**config.mk**
```make
export PLATFORM = sky130hd
export DESIGN_NAME = gssf_div
export DESIGN_NICKNAME = d
export VERILOG_FILES = /design/src/hdl/gssf_pkg.sv /design/src/hdl/gssf_div.sv
export SDC_FILE = /design/constraint.sdc
export NUM_CORES = 1
export LEC_CHECK = 0
export ABC_AREA = 1
export BUFFER_PORTS_ARGS = -buffer_cell sky130_fd_sc_hd__buf_2
export CORE_ASPECT_RATIO = 1.4
export CORE_UTILIZATION = 56
export DETAILED_ROUTE_END_ITERATION = 12
export PLACE_DENSITY = 0.85
export RECOVER_POWER = 100
export SETUP_SLACK_MARGIN = 0.2
export SYNTH_ARGS = -nofsm -noshare
export SYNTH_HDL_FRONTEND = slang
export SYNTH_SLANG_ARGS = --single-unit
```
**constraint.sdc**
```tcl
create_clock -name clk -period 5.8 [get_ports clk]
set_clock_uncertainty 0.1 [all_clocks]
set_input_delay 0.58 -clock clk [delete_from_list [all_inputs] [get_ports clk]]
set_output_delay 0.58 -clock clk [all_outputs]
set_load 0.005 [all_outputs]
```
**src/hdl/gssf_pkg.sv**
```systemverilog
`timescale 1ns / 1ps
// ----------------------------------------------------------------------------
// gssf_pkg
// Shared constants, codes and types for the gain-scheduled state-feedback
// controller.
// ----------------------------------------------------------------------------
package gssf_pkg;

  localparam int MAX_POINTS      = 16;
  localparam int FRAC_BITS       = 16;
  localparam int T_BITS          = 16;
  localparam int WORDS_PER_POINT = 10;
  localparam int WORD_W          = 32;

  localparam int GAIN_DEPTH = MAX_POINTS * WORDS_PER_POINT;
  localparam int IDX_W      = $clog2(MAX_POINTS);
  localparam int CNT_W      = $clog2(MAX_POINTS + 1);
  localparam int GAIN_AW    = $clog2(GAIN_DEPTH);
  localparam int WIDX_W     = $clog2(WORDS_PER_POINT);
  localparam int T_W        = T_BITS + 1;
  localparam int ACC_W      = 2 * WORD_W - FRAC_BITS + 2;
  localparam int LP_W       = WORD_W + 1 + T_W + 1;

  localparam logic [T_W-1:0] T_ONE = {1'b1, {T_BITS{1'b0}}};

  localparam logic signed [WORD_W-1:0] WORD_MAX = {1'b0, {(WORD_W-1){1'b1}}};
  localparam logic signed [WORD_W-1:0] WORD_MIN = {1'b1, {(WORD_W-1){1'b0}}};

  // request kinds
  localparam logic REQ_COMPUTE = 1'b0;
  localparam logic REQ_WRITE   = 1'b1;

  // table word selects
  localparam logic [3:0] WSEL_BREAKPOINT = 4'd0;
  localparam logic [3:0] WSEL_LAST       = 4'(WORDS_PER_POINT);

  // word of the coordination gain within one breakpoint
  localparam logic [WIDX_W-1:0] COORD_WORD = WIDX_W'(9);

  // APB register index (taken from paddr[2])
  localparam logic REG_POINTS = 1'b0;

  typedef enum logic [1:0] {
    AXIS_ROLL  = 2'd0,
    AXIS_PITCH = 2'd1,
    AXIS_YAW   = 2'd2,
    AXIS_COORD = 2'd3
  } axis_t;

  typedef enum logic [1:0] {
    ST_COMPUTED     = 2'd0,
    ST_UNCONFIGURED = 2'd1,
    ST_WRITE_DONE   = 2'd2
  } status_t;

  typedef enum logic [3:0] {
    S_IDLE,
    S_CHK_LO,
    S_CHK_HI,
    S_SCAN,
    S_DIV,
    S_DIVW,
    S_LRD,
    S_LSUB,
    S_LMUL,
    S_LADD,
    S_MUL_E,
    S_MUL_R,
    S_SUM,
    S_SAT,
    S_RESULT
  } fsm_state_t;

  typedef struct packed {
    logic              start;
    logic [WORD_W-1:0] dividend;
    logic [WORD_W-1:0] divisor;
  } div_req_t;

  typedef struct packed {
    logic           done;
    logic [T_W-1:0] quot;
  } div_rsp_t;

endpackage

```
**src/hdl/gssf_div.sv**
```systemverilog
`timescale 1ns / 1ps
// ----------------------------------------------------------------------------
// gssf_div
// Restoring divider for the segment fraction: quot = dividend*2^T_BITS/divisor,
// one quotient bit per cycle. Needs dividend <= divisor, so quot <= T_ONE.
// ----------------------------------------------------------------------------
module gssf_div import gssf_pkg::*; (
  input  logic     clk,
  input  logic     rst,
  input  div_req_t req,
  output div_rsp_t rsp
);

  localparam int STEP_W = $clog2(T_W + 1);

  logic              busy;
  logic              done;
  logic [STEP_W-1:0] step;
  logic [WORD_W:0]   rem;
  logic [WORD_W-1:0] dvsr;
  logic [T_W-1:0]    quot;
  logic [WORD_W:0]   trial;
  logic              fits;

  // first step compares the raw dividend (integer bit), later steps shift
  assign trial = (step == '0) ? rem : {rem[WORD_W-1:0], 1'b0};
  assign fits  = (trial >= {1'b0, dvsr});

  always_ff @(posedge clk) begin
    if (rst) begin
      busy <= 1'b0;
      done <= 1'b0;
      step <= '0;
    end else begin
      done <= 1'b0;
      if (req.start) begin
        busy <= 1'b1;
        step <= '0;
      end else if (busy) begin
        step <= step + 1'b1;
        if (step == STEP_W'(T_W - 1)) begin
          busy <= 1'b0;
          done <= 1'b1;
        end
      end
    end
  end

  always_ff @(posedge clk) begin
    if (req.start) begin
      rem  <= {1'b0, req.dividend};
      dvsr <= req.divisor;
      quot <= '0;
    end else if (busy) begin
      rem  <= fits ? (trial - {1'b0, dvsr}) : trial;
      quot <= {quot[T_W-2:0], fits};
    end
  end

  assign rsp.done = done;
  assign rsp.quot = quot;

endmodule

```
==> impl_metrics.yaml, run 1 <==
route:
  dr.pass1.iters: 6
  avgRoutedWirePerCell_microns: 14.08
  ant_nets: 0
  dr_total_vias: 6507
  wl_mm: 17.66
  dr.first_iter.drc_count: 528
  viasPerCell: 5.189
  drcViolationCount: 0
synth:
  yosysUniqueCellTypes: 35
  synth_ff_type: "edfxtp_1"
  syn_inst: 1027
  muxShareOfSynthArea_pct: 0
  synth_top_area_share_pct: 28.52
  ys_warn_count: 0
  syn_area_per_cell_sq_um: 6.562
  synth-simple-area-share_pct: 36.78
  synthTopCellsByCount: "441 x nand2_1, 196 x inv_1, 64 x edfxtp_1"
  synth-compound-area-share_pct: 5.477
  synth-adder-area-share_pct: 6.610
  synth_seq_area_share_pct: 35.95
  ys_seq_elements: 89
  synth_most_common_cell: "nand2_1"
  syn_nets: 1129
  yosys.area.top_type: "edfxtp_1"
  ys_top_cells_by_area: "edfxtp_1 29%, nand2_1 25%, inv_1 11%, dfxtp_1 7.4%, ha_1 6.3%"
  async_flop_share_pct: 0
  syn-cell-area_sq_um: 6739
  synth_top_family_by_area: "simple AND/OR/NAND/NOR gates"
  synth_edf_count: 64
  synthXorXnorAreaFrac_pct: 2.209
clock_tree:
  clkTransAtPathRegs_ps: 70
  cts.path.max_buffers: 2
  clock_sink_count: 89
  root_buffer: "clkbuf_16"
  post_cts_resized: 0
  cts_max_level: 3
  ctsHoldBuffers: 0
  cts_made_buffers: 9
  tritoncts: "built"
  clk_latency_ps: 350
  cts_setup_buffers: 0
pwr:
  p_leak_nw: 4.137
  ir_drop_mv: 0.1663
  powerDensity_nw_per_um2: 358.6
status:
  status: "finished, violations left"
  violations: "max-capacitance violations, max-slew violations"
grt:
  antenna_found_initial: 0
  grt_pass1_vias: 6507
  grt_max_degree: 50
  grt_first_pass_wirelength_mm: 29.46
  grt-ovfl-total: 0
  grt_util_all_layers_pct: 30.08
min_path:
  hold_end: "dvsr[8]$_DFFE_PP_"
  hold_start: "req[8]"
  worstHoldPathCells: 1
  min_path_type: "input port to flop"
die:
  io_pins: 85
  dieArea_sq_um: 12480
  fp.dieH_microns: 131.8
  die_w_microns: 94.71
  initial_core_util_pct: 57.30
  rows: 47
  core_area_sq_um: 11760
worst_setup_path:
  arrival_ps: 4940
  rrSetupSlack_ps: 850
  reg2reg_to: "rem[5]$_DFFE_PP_"
  r2r-start: "step[1]$_SDFFE_PP0P_"
  start_kind: "flop"
  ff2ff_path_depth: 21
  crit_fanout: 33
  critical_path_required_ps: 5800
  endpoint_kind: "flop"
  crit_type: "flop to flop"
run:
  max_cap_viol_count: 4
timing:
  tightest_slew_ps: 2082
  layout_worst_path_cycle_share_pct: 85.33
  setup_ws_ps: 850.7
  finalSetupTns_ps: 0
  rsz0062_at_grt: "no"
  slew-limit-headroom_pct: -39.16
  timing.fmax_mhz: 202.1
  maxSlewViolCount: 157
  hold_violations: 0
  fin_crit_ps: 4949
  whs_ps: 297.5
  setup_viol: 0
placement:
  dpl-instance-area_sq_um: 7263
  dp_hpwl_mm: 13.29
  globalplace.congestion: 0.9818
  port_buffers: 84
  post-place-ws_ps: 1373
final_layout:
  areaGrowthSynthToFinish_pct: 11.83
  post-route-util_pct: 64.07
  final_nets: 1204
  layout-drive-gt1-share_pct: 8.943
  antenna_cells: 0
  design_area_sq_um: 7536
==> placed cells by master (no fill, tap or decap), types with 2 or more instances in the layout <==
master,n
nand2_1,441
inv_1,197
buf_2,74
edfxtp_1,64
nand3_1,57
nor2_1,45
ha_1,34
nand3b_1,31
dfxtp_1,25
o21ai_0,22
a21oi_1,20
xnor2_1,16
o22ai_1,15
clkbuf_1,12
nor3_1,10
clkbuf_16,10
and2_1,5
buf_4,5
nand4_1,3
a21o_1,2
inv_6,2
==> cell type report <==
cell class              instances  area [sq um]
well taps                     147         183.9
inverters                     197         739.5
clock inverters                 6         45.04
fillers                      1136          4225
clock buffers                  10         250.2
flip-flops and latches         89          2422
repair buffers                 91         452.9
multi-input cells             714          3442
==> metrics by stage <==
stage | total power, mW | std cells
final | 2.703 | 1254
after global routing | 2.905 | 1254
after CTS | 2.694 | 1254
after detailed placement | 2.101 | 1238
after global placement | 2.080 | 1238
after floorplan | 1.801 | 1027
==> power by group <==
group          switching [mW]  internal [mW]
Combinational           0.842          0.456
Sequential             0.0348          0.783
Clock                   0.265          0.321
==> cell families (layout without fill, tap and decap cells) <==
group / Yosys count / in the layout
compound gates: 65 / 65
xor+xnor: 17 / 17
fa+ha+maj: 35 / 35
buf+inv: 224 / 304
flops: 89 / 89
simple gates: 597 / 597
==> critical path, stage by stage (launching register included) <==
cell	delay, ps
dfxtp_1	340
inv_1	80
ha_1	190
nand3_2	90
buf_4	260
inv_1	840
o21ai_0	260
ha_1	420
nand2_1	90
inv_1	70
nand2_1	110
inv_1	120
nand2_1	60
nand2_1	110
inv_1	60
nand3_1	180
nand2_1	460
nand2_2	250
buf_4	300
nand2_1	90
nand3_1	100
nand2_1	90
==> routing by layer <==
layer,vias up,GRT usage (%),share of wire (%)
li1,3318,-,-
met1,2901,37.19,41
met2,248,51.08,49
met3,40,4.498,6.5
met4,0,13.13,3.1
met5,-,0,0
==> how the worst max path moves through the flow <==
stage                                     from                end  slack (ps)
after detailed placement  step[1]$_SDFFE_PP0P_   rem[5]$_DFFE_PP_        1370
after CTS                 step[1]$_SDFFE_PP0P_  rem[25]$_DFFE_PP_        1340
final                     step[1]$_SDFFE_PP0P_   rem[5]$_DFFE_PP_         850
after floorplan           step[1]$_SDFFE_PP0P_  rem[24]$_DFFE_PP_        2820
after global placement    step[0]$_SDFFE_PP0P_  rem[18]$_DFFE_PP_        1540
after global routing      step[1]$_SDFFE_PP0P_  rem[25]$_DFFE_PP_         500
==> flip-flops by register name, indices dropped and copies added (netlist names) <==
name  flops
busy      1
done      1
dvsr     32
quot     17
rem      33
step      5
(Power assumes the default switching activity.)
==> run 2: changes to the inputs <==
--- a/config.mk
+++ b/config.mk
@@ -8,9 +8,9 @@
 export ABC_AREA = 1
 export BUFFER_PORTS_ARGS = -buffer_cell sky130_fd_sc_hd__buf_2
 export CORE_ASPECT_RATIO = 1.4
-export CORE_UTILIZATION = 56
+export CORE_UTILIZATION = 26
 export DETAILED_ROUTE_END_ITERATION = 12
-export PLACE_DENSITY = 0.85
+export PLACE_DENSITY = 0.5
 export RECOVER_POWER = 100
 export SETUP_SLACK_MARGIN = 0.2
 export SYNTH_ARGS = -nofsm -noshare
==> run 2 against run 1 <==
Net effect:
- clock power about the same
- cell count increased by 14%
- sequential power barely moved
- the run still ends with max-capacitance violations, max-slew violations left
- die area is 110% higher
- via count down 4.5%
- sequential share of layout area fell by 0.79 points
- worst hold slack worse by 7.6 ps
- first-iteration DRC count decreased by 39%
- non-clock buffer count did not move
- clock-buffer cell count down 1
- final area up 2.5%
- sequential cell count is the same
==> impl_metrics.yaml, run 2 (same netlist as run 1, synthesis figures left out) <==
grt:
  antenna_found_initial: 0
  grt_util_all_layers_pct: 14.96
  grt-ovfl-total: 0
  grt_first_pass_wirelength_mm: 31.18
  grt_max_degree: 40
  grt_use_met2_pct: 27.88
  use_met3_pct: 2.407
  grt_pass1_vias: 6309
  grtUsageMet1_pct: 16.37
  busiest_layer: "met2"
final_layout:
  design_area_sq_um: 7725
  antenna_cells: 0
  largest_reg_flops: 33
  final_common_cell: "nand2_1"
  top_regs: "rem: 33 flops, dvsr: 32 flops, quot: 17 flops"
  top_register: "rem"
  final_nets: 1204
  final_cell_mix: "442 x nand2_1, 196 x inv_1, 75 x buf_2"
  areaGrowthSynthToFinish_pct: 14.63
  layout-drive-gt1-share_pct: 8.853
run:
  max_cap_viol_count: 3
placement:
  dp_hpwl_mm: 14.70
  port_buffers: 84
  dpl-instance-area_sq_um: 7478
  globalplace.congestion: 0.9082
clock_tree:
  clkTransAtPathRegs_ps: 80
  clk_latency_ps: 360
  root_buffer: "clkbuf_16"
  cts_max_level: 3
  ctsHoldBuffers: 0
  cts_setup_buffers: 0
  clock_sink_count: 89
  cts.path.max_buffers: 2
  tritoncts: "built"
  cts_made_buffers: 9
  post_cts_resized: 0
route:
  drcViolationCount: 0
  dr.first_iter.drc_count: 320
  dr_total_vias: 6214
  ant_nets: 0
  viasPerCell: 4.358
  avgRoutedWirePerCell_microns: 13.47
  dr.pass1.iters: 4
  wl_mm: 19.20
worst_setup_path:
  crit_path_max_incr_delay_ps: 970
  path_common_cell: "nand2_1"
  path_cells: "inv_1 -> ha_1 -> nand3_2 -> buf_4 -> inv_2 -> nand2_1 -> o21ai_0 -> ha_1 -> nand2_1 -> nor2_1 -> nand2_1 -> nor2_1 -> nand3_1 -> nand2_1 -> a21oi_1 -> nand2_1 -> nand2_1 -> nand3_1 -> nand2_1"
  start_kind: "flop"
  arrival_ps: 4700
  endpoint_kind: "flop"
  crit_fanout: 34
  critical_path_required_ps: 5810
  crit_type: "flop to flop"
  cp_slowest_cell: "nand2_1"
min_path:
  min_path_type: "input port to flop"
timing:
  slew-limit-headroom_pct: -36.54
  maxSlewViolCount: 107
  layout_worst_path_cycle_share_pct: 80.88
  hold_violations: 0
  finalSetupTns_ps: 0
  rsz0062_at_grt: "no"
  tightest_slew_ps: 2048
  timing.fmax_mhz: 213.2
  setup_viol: 0
  fin_crit_ps: 4691
status:
  violations: "max-capacitance violations, max-slew violations"
  status: "finished, violations left"
pwr:
  p_leak_nw: 4.133
  ir_drop_mv: 0.1503
  powerDensity_nw_per_um2: 347.2
die:
  rows: 69
  core_area_sq_um: 25380
  die_w_microns: 138.1
  fp.dieH_microns: 192.5
  initial_core_util_pct: 26.55
  io_pins: 85
  dieArea_sq_um: 26580
## run 2: cell type report
cell class	count	area [sq um]
clock buffer	9	225.2
clock inverter	7	63.81
fill	2883	17660
inverter	197	739.5
multi-input combinational	714	3428
sequential	89	2422
tap	319	399.1
timing repair buffer	91	446.7
## run 2: final timing paths
path                        start                    to  slack [ps]  cells after the start
max          step[0]$_SDFFE_PP0P_      rem[5]$_DFFE_PP_        1110                     19
max reg2reg  step[0]$_SDFFE_PP0P_      rem[5]$_DFFE_PP_        1110                     19
min reg2reg  quot[0]$_SDFFE_PP0P_  quot[0]$_SDFFE_PP0P_         380                      2
min                        req[0]     dvsr[0]$_DFFE_PP_         290                      1
## run 2: power by group
group	internal [mW]	switching (mW)
Clock	0.303	0.285
Combinational	0.448	0.830
Sequential	0.782	0.0328
Total	1.53	1.15
## run 2: stage by stage
step           power, mW  utilization (%)  setup WS [ps]  hold WS (ps)  cells
4_1_cts            2.727            30.60           1512         271.7   1426
6_report           2.682            30.43           1109         289.9   1426
2_1_floorplan      1.801                -           2823         370.6   1027
5_1_grt            2.934            30.43          643.2         273.0   1426
3_3_place_gp       2.118            29.46           1560         369.3   1410
3_5_place_dp       2.121            29.46           1532         372.4   1410
## run 2: worst max-delay path: cells and delay by family, from the launching register on
kind	cells	cell delay, ps
AO/OA/AOI/OAI	2	160
adder cells (fa/ha/maj)	2	600
buffers and inverters	3	770
flip-flops	1	380
AND/OR/NAND/NOR	12	2370
## run 2: routing by layer
metal	share of wire, %	vias up
li1	-	3317
met1	42	2747
met2	51	120
met3	4.0	30
met4	3.4	0
met5	0	-
